[config.mk]
export PLATFORM = sky130hd
export DESIGN_NAME = timed_stage_show_sequencer
export DESIGN_NICKNAME = d
export VERILOG_FILES = /design/src/hw/rtl/tssq_pkg.sv /design/src/hw/rtl/tssq_debounce.sv /design/src/hw/rtl/tssq_core.sv /design/src/hw/rtl/tssq_skid.sv /design/src/hw/rtl/timed_stage_show_sequencer.sv
export SDC_FILE = /design/constraint.sdc
export NUM_CORES = 1
export LEC_CHECK = 0
export BUFFER_PORTS_ARGS = -buffer_cell sky130_fd_sc_hd__buf_2
export CAP_MARGIN = 20
export CORE_UTILIZATION = 35
export DETAILED_ROUTE_END_ITERATION = 6
export SETUP_SLACK_MARGIN = 0.15
export SLEW_MARGIN = 30
export SYNTH_ARGS = -nofsm -noshare
export SYNTH_HDL_FRONTEND = slang
export SYNTH_SLANG_ARGS = --single-unit
[constraint.sdc]
create_clock -name clock -period 6.4 [get_ports clock]
set_clock_uncertainty 0.05 [all_clocks]
set_input_delay 1.28 -clock clock [delete_from_list [all_inputs] [get_ports clock]]
set_output_delay 1.28 -clock clock [all_outputs]
set_load 0.01 [all_outputs]
[src/hw/rtl/tssq_pkg.sv]
package tssq_pkg;

   // configuration register indexes
   localparam logic [2:0] CSR_CURTAIN_TRAVEL = 3'd0;
   localparam logic [2:0] CSR_SETTLE_WAIT    = 3'd1;
   localparam logic [2:0] CSR_DEBOUNCE       = 3'd2;
   localparam logic [2:0] CSR_MOTOR_DUTY     = 3'd3;
   localparam logic [2:0] CSR_OCTAVE_OFFSET  = 3'd4;

   localparam int unsigned CSR_INDEX_BITS = 3;
   localparam int unsigned CSR_DATA_BITS  = 16;

   // configuration reset values
   localparam logic [15:0] CURTAIN_TRAVEL_RESET = 16'd3000;
   localparam logic [15:0] SETTLE_WAIT_RESET    = 16'd1000;
   localparam logic [7:0]  DEBOUNCE_RESET       = 8'd30;
   localparam logic [7:0]  MOTOR_DUTY_RESET     = 8'd120;
   localparam logic [7:0]  OCTAVE_OFFSET_RESET  = 8'd13;

   // motor direction codes
   localparam logic [1:0] MOTOR_STOP  = 2'd0;
   localparam logic [1:0] MOTOR_OPEN  = 2'd1;
   localparam logic [1:0] MOTOR_CLOSE = 2'd2;

   localparam logic [3:0] BARS_PER_SHOW  = 4'd12;
   localparam logic [7:0] DEFAULT_OFFSET = 8'd0;
   localparam int unsigned SINCE_BITS    = 9;

   // spotlight windows
   localparam logic [3:0] MAIN_ONE_LAST    = 4'd7;
   localparam logic [3:0] MAIN_TWO_FIRST   = 4'd2;
   localparam logic [3:0] MAIN_TWO_LAST    = 4'd9;
   localparam logic [3:0] MAIN_THREE_FIRST = 4'd4;

   typedef struct packed {
      logic [15:0] curtain_travel_ms;
      logic [15:0] settle_wait_ms;
      logic [7:0]  bounce_hold;
      logic [7:0]  motor_duty;
      logic [7:0]  octave_offset;
   } tssq_cfg_type;

   typedef struct packed {
      logic [2:0] stage;
      logic [1:0] motor_direction;
      logic [7:0] motor_pwm;
      logic [3:0] lights;        // bit0 main one .. bit2 main three, bit3 rhythm
      logic       bar_valid;
      logic [7:0] bar_number;
   } tssq_result_type;

   function automatic logic [3:0] lights_for(input logic [3:0] step);
      logic [3:0] b;
      b    = 4'b1000;
      b[0] = (step <= MAIN_ONE_LAST);
      b[1] = (step >= MAIN_TWO_FIRST) && (step <= MAIN_TWO_LAST);
      b[2] = (step >= MAIN_THREE_FIRST);
      return b;
   endfunction

endpackage

[src/hw/rtl/tssq_debounce.sv]
module tssq_debounce
   import tssq_pkg::*;
(
   input  logic       clock,
   input  logic       reset,
   input  logic       tick,
   input  logic       sample,
   input  logic       level,
   input  logic [7:0] bounce_hold,
   output logic       rise
);

   logic                  last_ff, last_in;
   logic                  stable_ff, stable_in;
   logic [SINCE_BITS-1:0] since_ff, since_in;
   logic [SINCE_BITS-1:0] since_inc;

   always_comb begin
      since_inc = (since_ff == {SINCE_BITS{1'b1}}) ? since_ff : since_ff + 1'b1;
      since_in  = since_inc;
      last_in   = last_ff;
      stable_in = stable_ff;
      rise      = 1'b0;
      if (sample) begin
         if (level != last_ff) begin
            since_in = '0;
            last_in  = level;
         end
         if ((since_in > SINCE_BITS'(bounce_hold)) && (level != stable_ff)) begin
            stable_in = level;
            rise      = level;
         end
      end
   end

   always_ff @(posedge clock) begin
      if (reset) begin
         last_ff   <= 1'b0;
         stable_ff <= 1'b0;
         since_ff  <= '0;
      end else if (tick) begin
         last_ff   <= last_in;
         stable_ff <= stable_in;
         since_ff  <= since_in;
      end
   end

endmodule

[src/hw/rtl/tssq_core.sv]
module tssq_core
   import tssq_pkg::*;
#(
   parameter int unsigned TIMER_BITS = 16
) (
   input  logic            clock,
   input  logic            reset,
   input  logic            tick,
   input  logic            level_default,
   input  logic            level_octave,
   input  logic [15:0]     bar_interval_ms,
   input  tssq_cfg_type    cfg,
   output tssq_result_type result
);

   localparam int unsigned CMP_BITS = (TIMER_BITS > 16) ? TIMER_BITS : 16;

   typedef enum logic [2:0] {
      ST_WAIT   = 3'd0,
      ST_OPEN   = 3'd1,
      ST_BEFORE = 3'd2,
      ST_PLAY   = 3'd3,
      ST_AFTER  = 3'd4,
      ST_CLOSE  = 3'd5
   } stage_type;

   stage_type             stage_ff, stage_in;
   logic                  octave_ff, octave_in;
   logic [3:0]            step_ff, step_in;
   logic [TIMER_BITS-1:0] phase_ff, phase_in;
   logic [TIMER_BITS-1:0] bar_ff, bar_in;
   logic [1:0]            motor_ff, motor_in;
   logic [3:0]            light_ff, light_in;

   logic [TIMER_BITS-1:0] phase_tick, bar_tick;
   logic [3:0]            step_inc;
   logic                  bar_out;
   logic                  wait_stage;
   logic                  go_default, go_octave;
   logic [7:0]            offset;

   function automatic logic [TIMER_BITS-1:0] sat_inc(input logic [TIMER_BITS-1:0] v);
      return (v == {TIMER_BITS{1'b1}}) ? v : v + 1'b1;
   endfunction

   // threshold beyond the counter range compares as the counter maximum
   function automatic logic reached(input logic [TIMER_BITS-1:0] elapsed,
                                    input logic [15:0] thr);
      logic [CMP_BITS-1:0] e, t, m;
      e = CMP_BITS'(elapsed);
      t = CMP_BITS'(thr);
      m = CMP_BITS'({TIMER_BITS{1'b1}});
      if (t > m) t = m;
      return e >= t;
   endfunction

   assign wait_stage = !((stage_ff == ST_OPEN)  || (stage_ff == ST_BEFORE) ||
                         (stage_ff == ST_PLAY)  || (stage_ff == ST_AFTER)  ||
                         (stage_ff == ST_CLOSE));

   tssq_debounce u_db_default (
      .clock       (clock),
      .reset       (reset),
      .tick        (tick),
      .sample      (wait_stage),
      .level       (level_default),
      .bounce_hold (cfg.bounce_hold),
      .rise        (go_default)
   );

   tssq_debounce u_db_octave (
      .clock       (clock),
      .reset       (reset),
      .tick        (tick),
      .sample      (wait_stage),
      .level       (level_octave),
      .bounce_hold (cfg.bounce_hold),
      .rise        (go_octave)
   );

   always_comb begin
      phase_tick = sat_inc(phase_ff);
      bar_tick   = sat_inc(bar_ff);
      step_inc   = step_ff + 4'd1;
      stage_in   = stage_ff;
      octave_in  = octave_ff;
      step_in    = step_ff;
      phase_in   = phase_tick;
      bar_in     = bar_tick;
      motor_in   = motor_ff;
      light_in   = light_ff;
      bar_out    = 1'b0;
      case (stage_ff)
         ST_OPEN: begin
            if (reached(phase_tick, cfg.curtain_travel_ms)) begin
               motor_in = MOTOR_STOP;
               phase_in = '0;
               stage_in = ST_BEFORE;
            end
         end
         ST_BEFORE: begin
            if (reached(phase_tick, cfg.settle_wait_ms)) begin
               step_in  = '0;
               bar_out  = 1'b1;
               light_in = lights_for(4'd0);
               bar_in   = '0;
               stage_in = ST_PLAY;
            end
         end
         ST_PLAY: begin
            if (reached(bar_tick, bar_interval_ms)) begin
               bar_in  = '0;
               step_in = step_inc;
               if (step_inc < BARS_PER_SHOW) begin
                  bar_out  = 1'b1;
                  light_in = lights_for(step_inc);
               end else begin
                  light_in = '0;
                  phase_in = '0;
                  stage_in = ST_AFTER;
               end
            end
         end
         ST_AFTER: begin
            if (reached(phase_tick, cfg.settle_wait_ms)) begin
               motor_in = MOTOR_CLOSE;
               phase_in = '0;
               stage_in = ST_CLOSE;
            end
         end
         ST_CLOSE: begin
            if (reached(phase_tick, cfg.curtain_travel_ms)) begin
               motor_in = MOTOR_STOP;
               stage_in = ST_WAIT;
            end
         end
         default: begin
            stage_in = ST_WAIT;
            // octave wins on a simultaneous rise
            if (go_default || go_octave) begin
               octave_in = go_octave;
               motor_in  = MOTOR_OPEN;
               phase_in  = '0;
               stage_in  = ST_OPEN;
            end
         end
      endcase
   end

   assign offset = octave_ff ? cfg.octave_offset : DEFAULT_OFFSET;

   always_comb begin
      result.stage           = stage_in;
      result.motor_direction = motor_in;
      result.motor_pwm       = (motor_in != MOTOR_STOP) ? cfg.motor_duty : 8'd0;
      result.lights          = light_in;
      result.bar_valid       = bar_out;
      result.bar_number      = bar_out ? offset + {4'd0, step_in} : 8'd0;
   end

   always_ff @(posedge clock) begin
      if (reset) begin
         stage_ff  <= ST_WAIT;
         octave_ff <= 1'b0;
         step_ff   <= '0;
         phase_ff  <= '0;
         bar_ff    <= '0;
         motor_ff  <= MOTOR_STOP;
         light_ff  <= '0;
      end else if (tick) begin
         stage_ff  <= stage_in;
         octave_ff <= octave_in;
         step_ff   <= step_in;
         phase_ff  <= phase_in;
         bar_ff    <= bar_in;
         motor_ff  <= motor_in;
         light_ff  <= light_in;
      end
   end

   a_bar_in_play: assert property (@(posedge clock) disable iff (reset)
      tick && bar_out |=> stage_ff == ST_PLAY)
      else $error("bar issued outside play");

   a_motor_open: assert property (@(posedge clock) disable iff (reset)
      (motor_ff == MOTOR_OPEN) == (stage_ff == ST_OPEN))
      else $error("opening leg out of step with stage");

   a_motor_close: assert property (@(posedge clock) disable iff (reset)
      (motor_ff == MOTOR_CLOSE) == (stage_ff == ST_CLOSE))
      else $error("closing leg out of step with stage");

   a_lights_play: assert property (@(posedge clock) disable iff (reset)
      (light_ff != 4'd0) |-> (stage_ff == ST_PLAY))
      else $error("spotlight on outside play");

   a_step_range: assert property (@(posedge clock) disable iff (reset)
      step_ff <= BARS_PER_SHOW)
      else $error("bar step overran");

endmodule

[src/hw/rtl/tssq_skid.sv]
module tssq_skid
   import tssq_pkg::*;
(
   input  logic            clock,
   input  logic            reset,
   input  logic            push,
   input  tssq_result_type push_data,
   output logic            push_ready,
   output logic            out_valid,
   input  logic            out_ready,
   output tssq_result_type out_data
);

   logic            out_valid_ff, out_valid_in;
   tssq_result_type out_data_ff, out_data_in;
   logic            skid_valid_ff, skid_valid_in;
   tssq_result_type skid_data_ff, skid_data_in;

   always_comb begin
      out_valid_in  = out_valid_ff;
      out_data_in   = out_data_ff;
      skid_valid_in = skid_valid_ff;
      skid_data_in  = skid_data_ff;
      if (!out_valid_ff || out_ready) begin
         if (skid_valid_ff) begin
            // push is held off while the skid entry is full
            out_valid_in  = 1'b1;
            out_data_in   = skid_data_ff;
            skid_valid_in = 1'b0;
         end else begin
            out_valid_in = push;
            out_data_in  = push_data;
         end
      end else if (push) begin
         skid_valid_in = 1'b1;
         skid_data_in  = push_data;
      end
   end

   always_ff @(posedge clock) begin
      if (reset) begin
         out_valid_ff  <= 1'b0;
         skid_valid_ff <= 1'b0;
      end else begin
         out_valid_ff  <= out_valid_in;
         skid_valid_ff <= skid_valid_in;
      end
      out_data_ff  <= out_data_in;
      skid_data_ff <= skid_data_in;
   end

   assign push_ready = !skid_valid_ff;
   assign out_valid  = out_valid_ff;
   assign out_data   = out_data_ff;

   a_skid_order: assert property (@(posedge clock) disable iff (reset)
      skid_valid_ff |-> out_valid_ff)
      else $error("skid entry held with empty output register");

endmodule

[src/hw/rtl/timed_stage_show_sequencer.sv]
// The stage update is a single registered pass; each result is registered toward rsp_.
// Throughput: one tick item per clock while req_ready is high (skid entry empty).
// An output register plus one skid entry let req_ready stay high while a result waits.
// Reset (synchronous, active high): stage waiting for a button, motor stopped, lights off,
// all counters zero, configuration back to its defaults, no result pending.
module timed_stage_show_sequencer
   import tssq_pkg::*;
#(
   parameter int unsigned TIMER_BITS = 16
) (
   input  logic                      clock,
   input  logic                      reset,
   // tick items
   input  logic                      req_valid,
   output logic                      req_ready,
   input  logic                      req_button_default_level,
   input  logic                      req_button_octave_level,
   input  logic [15:0]               req_bar_interval_ms,
   // result items
   output logic                      rsp_valid,
   input  logic                      rsp_ready,
   output logic [2:0]                rsp_stage,
   output logic [1:0]                rsp_motor_direction,
   output logic [7:0]                rsp_motor_pwm,
   output logic                      rsp_light_main_one,
   output logic                      rsp_light_main_two,
   output logic                      rsp_light_main_three,
   output logic                      rsp_light_rhythm,
   output logic                      rsp_bar_valid,
   output logic [7:0]                rsp_bar_number,
   // configuration writes
   input  logic                      csr_valid,
   output logic                      csr_ready,
   input  logic [CSR_INDEX_BITS-1:0] csr_index,
   input  logic [CSR_DATA_BITS-1:0]  csr_wdata
);

   tssq_cfg_type    cfg_ff, cfg_in;
   tssq_result_type core_result;
   tssq_result_type rsp_data;
   logic            tick;

   // Config writes are always taken; unknown indexes are dropped.
   assign csr_ready = 1'b1;

   always_comb begin
      cfg_in = cfg_ff;
      if (csr_valid) begin
         case (csr_index)
            CSR_CURTAIN_TRAVEL: cfg_in.curtain_travel_ms = csr_wdata;
            CSR_SETTLE_WAIT:    cfg_in.settle_wait_ms    = csr_wdata;
            CSR_DEBOUNCE:       cfg_in.bounce_hold       = csr_wdata[7:0];
            CSR_MOTOR_DUTY:     cfg_in.motor_duty        = csr_wdata[7:0];
            CSR_OCTAVE_OFFSET:  cfg_in.octave_offset     = csr_wdata[7:0];
            default:            cfg_in = cfg_ff;
         endcase
      end
   end

   always_ff @(posedge clock) begin
      if (reset) begin
         cfg_ff.curtain_travel_ms <= CURTAIN_TRAVEL_RESET;
         cfg_ff.settle_wait_ms    <= SETTLE_WAIT_RESET;
         cfg_ff.bounce_hold       <= DEBOUNCE_RESET;
         cfg_ff.motor_duty        <= MOTOR_DUTY_RESET;
         cfg_ff.octave_offset     <= OCTAVE_OFFSET_RESET;
      end else begin
         cfg_ff <= cfg_in;
      end
   end

   // One accepted item is one millisecond tick.
   assign tick = req_valid && req_ready;

   // Stage sequencer: state registers plus the per-tick update logic.
   tssq_core #(
      .TIMER_BITS (TIMER_BITS)
   ) u_core (
      .clock           (clock),
      .reset           (reset),
      .tick            (tick),
      .level_default   (req_button_default_level),
      .level_octave    (req_button_octave_level),
      .bar_interval_ms (req_bar_interval_ms),
      .cfg             (cfg_ff),
      .result          (core_result)
   );

   // Result register with a skid entry toward the rsp_ side.
   tssq_skid u_skid (
      .clock      (clock),
      .reset      (reset),
      .push       (tick),
      .push_data  (core_result),
      .push_ready (req_ready),
      .out_valid  (rsp_valid),
      .out_ready  (rsp_ready),
      .out_data   (rsp_data)
   );

   assign rsp_stage            = rsp_data.stage;
   assign rsp_motor_direction  = rsp_data.motor_direction;
   assign rsp_motor_pwm        = rsp_data.motor_pwm;
   assign rsp_light_main_one   = rsp_data.lights[0];
   assign rsp_light_main_two   = rsp_data.lights[1];
   assign rsp_light_main_three = rsp_data.lights[2];
   assign rsp_light_rhythm     = rsp_data.lights[3];
   assign rsp_bar_valid        = rsp_data.bar_valid;
   assign rsp_bar_number       = rsp_data.bar_number;

endmodule

# Word-level counts from Yosys, hierarchy flattened
# Cells that the tools add are included.
[word_totals] reg_bits=178 in_bits=42 out_inout_bits=29
[classes] add_sub_neg=6 magnitude_cmp=15 n_eq_ne=17 n_mux=60 bitwise_logic=3 n_reduce_logical=29
[ops] op="two-way mux 16 bit" n=17
[ops] op=">= comparator 16 bit" n=5
[ops] op="two-way mux 9 bit" n=8
[ops] op="case mux 16 bit (4 select lines)" n=1
[ops] op="> comparator 16 bit, second input constant" n=3
[ops] op="adder 16 x 1 -> 16 bit, second input constant" n=2
[ops] op="equality test 16 bit, second input constant" n=2
[ops] op="case mux 16 bit (2 select lines)" n=1
[ops] op="two-way mux 26 bit" n=1
[ops] op="two-way mux 8 bit" n=3
[ops] op="two-way mux 4 bit" n=5
[ops] op="adder 9 x 1 -> 9 bit, second input constant" n=2
[ops] op="equality test 9 bit, second input constant" n=2
[ops] op="> comparator 9 x 8 -> 1 bit" n=2
[ops] op="two-way mux 3 bit" n=6
[ops] op="case mux 4 bit (2 select lines)" n=2
[ops] op="case mux 3 bit (5 select lines)" n=1
[ops] op="AND reduction 3 bit" n=5
[ops] op="equality test 3 x 2 -> 1 bit, second input constant" n=4
[ops] op="AND reduction 2 bit" n=6
[ops] op="equality test 3 bit, second input constant" n=3
[ops] op="two-way mux 1 bit" n=9
[ops] op="adder 8 x 4 -> 8 bit" n=1
[ops] op="two-way mux 2 bit" n=4
[ops] op="other kinds (18)" n=35

# Longest topological paths before layout
# Gate-level depths: netlist of the first run.
[depth] ltp_word=16 ltp_mapped=23

# Modules after synthesis
# A second synthesis of the first run with hierarchy kept.
[hier_totals] hier_cells=1123 hier_area_um2=10508.8
[modules_own_cells] module="tssq_core" n_inst=1 cells_per_inst=558 area_each_um2=4280.4
[modules_own_cells] module="timed_stage_show_sequencer" n_inst=1 cells_per_inst=217 area_each_um2=2272.2
[modules_own_cells] module="tssq_skid" n_inst=1 cells_per_inst=90 area_each_um2=2044.5
[modules_own_cells] module="tssq_debounce" n_inst=2 cells_per_inst=129 area_each_um2=955.9

# Worst setup path after synthesis of the first run
# OpenSTA, ideal clock, no wires.
[synth_path] path_kind="reg2reg" startpoint="register u_core.phase_ff[0]" endpoint="register u_skid.out_data_ff (netlist bit u_skid.out_data[6]) (data pin)" arrival_ps=5279 required_ps=6162 slack_ps=883 path_stages_with_launch=22 synth_period_minus_slack_ps=5517 path_cell_list="dfxtp_1 > ha_1 > nand3_1 > nor4_2 > nor2_1 > and2_1 > xor2_1 > ha_1 > nand4_1 > or4_1 > o32a_1 > a31oi_1 > o21ai_2 > buf_2 > mux2_2 > ha_1 > fa_1 > a21o_1 > a21oi_1 > nor2_1 > xnor2_1 > o41ai_1"
[synth_between] elab_chain_len=8 word_cells_on_any_way=11 classes_between="2 x add/sub; 1 x order compare; 1 x eq/ne; 7 x mux"
[synth_lines] element="from (decl)" line="tssq_core.sv:30" source="logic [TIMER_BITS-1:0] phase_ff, phase_in;"
[synth_lines] element="from (signal assigned)" line="tssq_core.sv:174" source="phase_ff <= phase_in;"
[synth_lines] element="adder 16 x 1 -> 16 bit / equality test 16 bit (equally long branches)" line="tssq_core.sv:43" source="return (v == {TIMER_BITS{1'b1}}) ? v : v + 1'b1;"
[synth_lines] element="two-way mux 16 bit (*)" line="tssq_core.sv:43"
[synth_lines] element=">= comparator 16 bit (*)" line="tssq_core.sv:54" source="return e >= t;"
[synth_lines] element="two-way mux 4 bit (*)" line="tssq_core.sv:102" source="if (reached(phase_tick, cfg.settle_wait_ms)) begin"
[synth_lines] element="case mux 4 bit (2 select lines) (*)" line="tssq_core.sv:93" source="case (stage_ff)"
[synth_lines] element="net u_core.step_in[0]" line="tssq_core.sv:29" source="logic [3:0] step_ff, step_in;"
[synth_lines] element="adder 8 x 4 -> 8 bit (*)" line="tssq_core.sv:158" source="result.bar_number = bar_out ? offset + {4'd0, step_in} : 8'd0;"
[synth_lines] element="two-way mux 8 bit (*)" line="tssq_core.sv:158"
[synth_lines] element="two-way mux 26 bit (*)" line="tssq_skid.sv:25" source="if (skid_valid_ff) begin"
[synth_lines] element="to (signal assigned)" line="tssq_skid.sv:48" source="out_data_ff <= out_data_in;"
[synth_lines] element="to (decl)" line="tssq_skid.sv:15" source="tssq_result_type out_data_ff, out_data_in;"
# Mark *: on every way through the listed nets, which the timed path passes. The rest lies on a longest branch.
# A chain may end at the register's enable or synchronous reset.

# Worst setup path in the final report of the first run
[layout_path] startpoint="register u_core.bar_ff[0]" endpoint="register u_skid.out_data_ff (netlist bit u_skid.out_data[6]) (data pin)"
[layout_between] elab_chain_len=8 word_cells_on_any_way=11 classes_between="2 x add/sub; 1 x order compare; 1 x eq/ne; 7 x mux"
[layout_lines] element="from (decl)" line="tssq_core.sv:31" source="logic [TIMER_BITS-1:0] bar_ff, bar_in;"
[layout_lines] element="from (signal assigned)" line="tssq_core.sv:175" source="bar_ff <= bar_in;"
[layout_lines] element="adder 16 x 1 -> 16 bit / equality test 16 bit (equally long branches)" line="tssq_core.sv:43"
[layout_lines] element="two-way mux 16 bit (*)" line="tssq_core.sv:43"
[layout_lines] element=">= comparator 16 bit (*)" line="tssq_core.sv:54"
[layout_lines] element="two-way mux 4 bit (*)" line="tssq_core.sv:111" source="if (reached(bar_tick, bar_interval_ms)) begin"
[layout_lines] element="case mux 4 bit (2 select lines) (*)" line="tssq_core.sv:93"
[layout_lines] element="net u_core.step_in[0]" line="tssq_core.sv:29"
[layout_lines] element="adder 8 x 4 -> 8 bit (*)" line="tssq_core.sv:158"
[layout_lines] element="two-way mux 8 bit (*)" line="tssq_core.sv:158"
[layout_lines] element="two-way mux 26 bit (*)" line="tssq_skid.sv:25"
# Marks and branches as above.

==> flow_metrics.py, run 1 <==
metrics = {
    "logic_synthesis": {
        "async_reset_ff_share_pct": 0,
        "synth_area_sq_um": 10400,
        "syn_area_per_cell_sq_um": 8.37,
        "ys.flop_type": "dfxtp_1",
        "synth_most_common_cell": "nand2_1",
        "ys_ff_latch": 178,
        "netlist.area_leader.share_pct": 24.3,
        "yosys.area.top_type": "dfxtp_1",
        "synth.distinct_cells": 81,
        "syn_inst": 1241,
        "synth_edf_count": 52,
        "ys_seq_area_share_pct": 39.3,
        "synth_nets": 1361,
        "synth_area_leaders": "dfxtp_1 24%, edfxtp_1 15%, ha_1 9.3%",
        "ys_warn_count": 0,
        "ys_top_cells_by_count": "170 x nand2_1, 126 x dfxtp_1, 112 x nor2_1, 106 x a21oi_1, 78 x inv_1",
    },
    "timing": {
        "finalCriticalPeriod_ns": 5.80,
        "rsz0062_at_grt": "false",
        "min_period_over_period_pct": 90.6,
        "relSlewSlack_pct": 49.1,
        "hold_viol": 0,
        "finalWorstSetupSlack_ns": 0.600,
        "slew_violations": 0,
        "finalSetupViolCount": 0,
        "fmax_mhz": 172,
        "worst_pin_slew_ns": 0.764,
        "hold_ws_ns": 0.404,
        "setup_tns_ns": 0,
    },
    "clocking": {
        "cts_hold_buf": 0,
        "cts_tree": "yes",
        "cts_buffer_depth": 2,
        "clock_sinks": 178,
        "clk_pin_slew_ns": 0.08,
        "cts_buffers": 17,
        "htree_levels": 4,
        "root_buffer": "clkbuf_16",
        "insertion_delay_ns": 0.44,
    },
    "flow_run": {
        "maxCapViolations": 0,
    },
    "drt": {
        "final_antenna_net_count": 0,
        "drt_iter0_drc": 583,
        "firstDrtPassIters": 6,
        "post-route-drc-count": 0,
        "vias": 8923,
        "wire_per_inst_microns": 15.8,
        "wl_mm": 26.5,
        "routed_via_density": 5.32,
    },
    "cells_and_area": {
        "final_cells": 1676,
        "fill_cells": 2900,
        "final_nets": 1399,
        "final_area_sq_um": 11700,
        "fin_util_pct": 40.4,
        "drive_above_1_share_pct": 11.8,
        "diodes": 0,
        "area_growth_pct": 12.6,
    },
    "grt": {
        "grt_first_pass_wirelength_mm": 43.5,
        "antenna_found_initial": 0,
        "gr-total-overflow": 0,
        "track_usage_pct": 17.8,
        "grt_max_degree": 66,
        "grt_pass1_vias": 8405,
    },
    "floorplanning": {
        "die_height_microns": 174,
        "rows": 62,
        "start_util_pct": 35.9,
        "num_io_pins": 71,
        "fp.coreArea_sq_um": 28900,
        "die_area_sq_um": 30400,
        "die_w_microns": 174,
    },
    "power": {
        "p_per_area_nw_per_um2": 211,
        "p_leak_nw": 4.75,
        "power_mw": 2.47,
        "irDropWorstVdd_uv": 189,
    },
    "placed_design": {
        "place_area_sq_um": 11100,
        "pre_cts_ws_ns": 0.455,
        "dpl.hpwl_mm": 18.4,
        "placed_cells": 1644,
        "port_buffers": 69,
        "place.gp.congestion": 0.892,
    },
    "setup_path": {
        "cp.arrival_ns": 6.01,
        "crit_required_ns": 6.61,
        "path_max_fanout": 7,
        "start_kind": "flop",
        "worstSetupPathType": "reg -> reg",
        "cp-end-kind": "flop",
    },
    "run_status": {
        "status": "finished, final reports clean",
    },
    "worst_hold_path": {
        "hold_class": "reg -> reg",
    },
}
[final cells by class]
type	instances	area (sq um)	share of cell area (%)
inverter	80	300	2.57
clock inverter	15	178	1.52
multi-input combinational	919	5770	49.4
clock buffer	17	425	3.64
sequential	178	4080	34.9
tap	384	480	4.11
timing repair buffer	83	453	3.87
[cell usage in the layout, fill, tap and decap left out, drive strengths merged, types with 3 or more instances in the layout]
master     n
nor4      17
dfxtp    126
xnor2     26
nor3b      4
a21oi    107
ha        77
a21o      10
nor2     112
mux2      11
nand4b     3
o211ai    13
clkbuf    17
o2111ai   12
buf       83
nor2b     11
edfxtp    52
o21ai     64
a22o       3
xor2      17
clkinv     9
a211oi     7
or4        5
or3        4
inv       85
o21a       7
nor4b      6
nor3      23
a31o      11
nand2b    14
and4       8
mux2i      7
o31ai     13
and2      26
nand2    170
nand3     44
and3      14
nand4     26
a31oi      9
[cell families after synthesis]
logic type                 count (synthesis)  share of synthesized area [%]
xor gates and xnor gates                  43                           3.63
buffers and inverters                    144                           5.44
other                                      1                         0.0361
DFF                                      178                           39.3
adders and majority gates                 78                           9.47
and+or+nand+nor                          494                           22.8
AOI/OAI and AO/OA                        285                           17.4
muxes                                     18                           1.87
[per-layer routing]
metal | share of wire [%] | wire length, microns | global-route usage [%]
met4 | 1.7 | 458 | 5.56
met2 | 47 | 12500 | 29.8
met3 | 4.2 | 1100 | 2.84
met5 | 0 | 0 | 0
met1 | 47 | 12500 | 23.2
[path summary, 6_finish.rpt]
path	from	to	slack [ns]	depth (start not counted)
worst max-delay path	u_core.bar_ff[0]	u_skid.out_data[6]	0.60	20
worst min-delay path	cfg_ff[1]	cfg_ff[1]	0.40	2
worst max register to register	u_core.bar_ff[0]	u_skid.out_data[6]	0.60	20
worst min register to register	cfg_ff[1]	cfg_ff[1]	0.40	2
[registers in the layout, indices dropped and copies added, names as in the netlist]
name / flops
cfg_ff: 56
u_core.bar_ff: 16
u_core.light_ff: 4
u_core.motor_ff: 2
u_core.octave_ff: 1
u_core.phase_ff: 16
u_core.stage_ff: 3
u_core.step_ff: 4
u_core.u_db_default.last_ff: 1
u_core.u_db_default.since_ff: 9
u_core.u_db_default.stable_ff: 1
u_core.u_db_octave.last_ff: 1
u_core.u_db_octave.since_ff: 9
u_core.u_db_octave.stable_ff: 1
u_skid.out_data: 26
u_skid.out_valid: 1
u_skid.skid_data_ff: 26
u_skid.skid_valid_ff: 1
[critical path: stages, from the launching register on]
cell and delay, ns:
dfxtp_1 0.44, ha_1 0.29, nand2_1 0.17, or4_1 0.56
o21ai_2 0.26, nor3_1 0.13, xor2_1 0.16, ha_1 0.32
a21o_1 0.19, a221o_1 0.35, a2111oi_4 0.45, o31a_1 0.29
nor2_1 0.15, mux2_2 0.30, ha_1 0.21, fa_1 0.43
a21o_1 0.18, a21oi_1 0.22, nor2_1 0.09, xnor2_1 0.14
o41ai_1 0.23
[power breakdown]
part	internal, mW	switching, mW	leakage (nW)
sequential	1.19	0.0172	1.57
combinational	0.0663	0.131	2.88
clock	0.528	0.538	0.290
total	1.78	0.687	4.75
[what timing repair did]
item,in CTS,in global routing
setup buffers,0,0
resized for setup,0,3
endpoints found under the hold margin,0,0
endpoints found under the setup margin,0,6
Note: power is estimated with default switching activity, not from simulation.
==> run 2, diff against run 1 <==
GPL_TIMING_DRIVEN = 0   (was not set)
clock period = 5.05 ns   (was 6.4 ns; I/O delays follow)
==> flow_metrics.py, run 2 (synthesized netlist as in run 1, its figures left out) <==
metrics = {
    "cells_and_area": {
        "layout_common_cells": "168 x nand2_1, 105 x dfxtp_1, 104 x nor2_1",
        "regMostFlops": "cfg_ff",
        "drive_above_1_share_pct": 20.3,
        "final_cells": 1780,
        "area_growth_pct": 24.0,
        "largest_register_ffs": 56,
        "final_nets": 1503,
        "final_common_cell": "nand2_1",
        "fill_cells": 2802,
        "final_area_sq_um": 12900,
        "diodes": 0,
        "fin_util_pct": 44.5,
    },
    "setup_path": {
        "start_kind": "flop",
        "crit_family": "compound AO/OA/AOI/OAI gates",
        "cp.arrival_ns": 5.46,
        "path_max_fanout": 4,
        "worstSetupPathType": "reg -> reg",
        "cpMostUsedCell": "ha_4",
        "cp-end-kind": "flop",
        "cpPeakStageDelay_ns": 0.54,
        "crit_required_ns": 5.25,
        "cp_slowest_cell": "or4_1",
        "crit_chain": "ha_4, nand3_4, nor3_4, and3_4, mux2_4, ha_4, nand4_1, or4_1, o32a_1, a31oi_4, o21ai_4, buf_6, mux2_4, ha_4, fa_2, a21o_1, a21oi_2, nor2_2, xnor2_2, o41ai_2",
        "worst-path-buf-inv": 1,
    },
    "power": {
        "p_leak_nw": 5.27,
        "power_mw": 3.24,
        "irDropWorstVdd_uv": 260,
        "p_per_area_nw_per_um2": 251,
    },
    "drt": {
        "routed_via_density": 5.39,
        "vias": 9586,
        "drt_iter0_drc": 615,
        "wire_per_inst_microns": 17.1,
        "wl_mm": 30.4,
        "firstDrtPassIters": 5,
        "final_antenna_net_count": 0,
        "post-route-drc-count": 0,
    },
    "clocking": {
        "insertion_delay_ns": 0.45,
        "root_buffer": "clkbuf_16",
        "cts_buffer_depth": 2,
        "clock_sinks": 178,
        "cts_tree": "yes",
        "htree_levels": 4,
        "clk_pin_slew_ns": 0.07,
        "cts_buffers": 17,
    },
    "run_status": {
        "violations": "negative setup slack",
        "status": "finished with violations",
    },
    "timing": {
        "slew_violations": 0,
        "hold_viol": 0,
        "fmax_mhz": 190,
        "relSlewSlack_pct": 32.6,
        "finalWorstSetupSlack_ns": -0.214,
        "setup_tns_ns": -0.923,
        "worst_pin_slew_ns": 1.01,
        "finalCriticalPeriod_ns": 5.26,
        "finalSetupViolCount": 8,
        "min_period_over_period_pct": 104,
        "rsz0062_at_grt": "true",
        "hold_ws_ns": 0.408,
    },
    "floorplanning": {
        "num_io_pins": 71,
        "die_w_microns": 174,
        "start_util_pct": 35.9,
        "die_height_microns": 174,
        "fp.coreArea_sq_um": 28900,
        "rows": 62,
        "die_area_sq_um": 30400,
    },
    "placed_design": {
        "place_area_sq_um": 11400,
        "port_buffers": 68,
        "dpl.hpwl_mm": 21.4,
        "pre_cts_ws_ns": -0.832,
        "place.gp.congestion": 0.930,
        "placed_cells": 1694,
    },
    "grt": {
        "grt_pass1_vias": 8991,
        "gr-total-overflow": 0,
        "antenna_found_initial": 0,
        "track_usage_pct": 20.0,
        "grt_first_pass_wirelength_mm": 48.0,
        "grt_max_degree": 30,
    },
    "flow_run": {
        "maxCapViolations": 0,
    },
    "worst_hold_path": {
        "hold_class": "reg -> reg",
    },
}
run 2: changes by cell type in the layout (fill, tap and decap cells not counted), sizes merged:
cell / change
buf: +62
bufinv: +2
clkbuf: +42
clkinv: -6
inv: +4
run 2: path summary, 6_finish.rpt:
kind	startpoint	endpoint	slack, ns	cells past startpoint
min reg2reg	cfg_ff[55]	cfg_ff[55]	0.41	2
max reg2reg	u_core.phase_ff[0]	u_skid.out_data[6]	-0.21	20
min	cfg_ff[55]	cfg_ff[55]	0.41	2
max	u_core.phase_ff[0]	u_skid.out_data[6]	-0.21	20
run 2: final cells by class:
cell class                 count  area, sq um  area share (%)
sequential                   178         4130            32.1
buffer                        64          317            2.46
tap                          384          480            3.73
clock buffer                  17          425            3.30
clock inverter                15          198            1.54
multi-input combinational    919         6230            48.4
inverter                      80          300            2.33
timing repair buffer         123          785            6.09
run 2: what timing repair did:
action,4_1_cts,5_1_grt
buffers inserted,35,19
setup endpoints to repair,15,40
endpoints found under the hold margin,0,0
gates resized for setup,57,41
hold buffers,0,0
pin swaps,28,30
run 2: power breakdown:
part           total [mW]  switching [mW]  internal [mW]
Sequential           1.52          0.0214           1.50
Combinational       0.289           0.190         0.0991
Clock                1.42           0.661          0.763
run 2: layer usage:
metal / track usage [%] / part of all wire, % / up-vias
met5: 0 / 0 / -
met4: 6.58 / 2.4 / 0
met3: 3.61 / 5.6 / 49
met2: 32.7 / 47 / 274
met1: 26.4 / 45 / 4563
li1: - / - / 4700
run 2: worst reg2reg max path, delay by kind of cell, from the launching register on:
family | cells | cell delay [ns]
AO/OA/AOI/OAI | 6 | 1.46
multiplexers | 2 | 0.62
XOR/XNOR | 1 | 0.15
buffers and inverters | 1 | 0.13
flip-flops | 1 | 0.38
adder cells (fa/ha/maj) | 4 | 0.97
AND/OR/NAND/NOR | 6 | 1.32
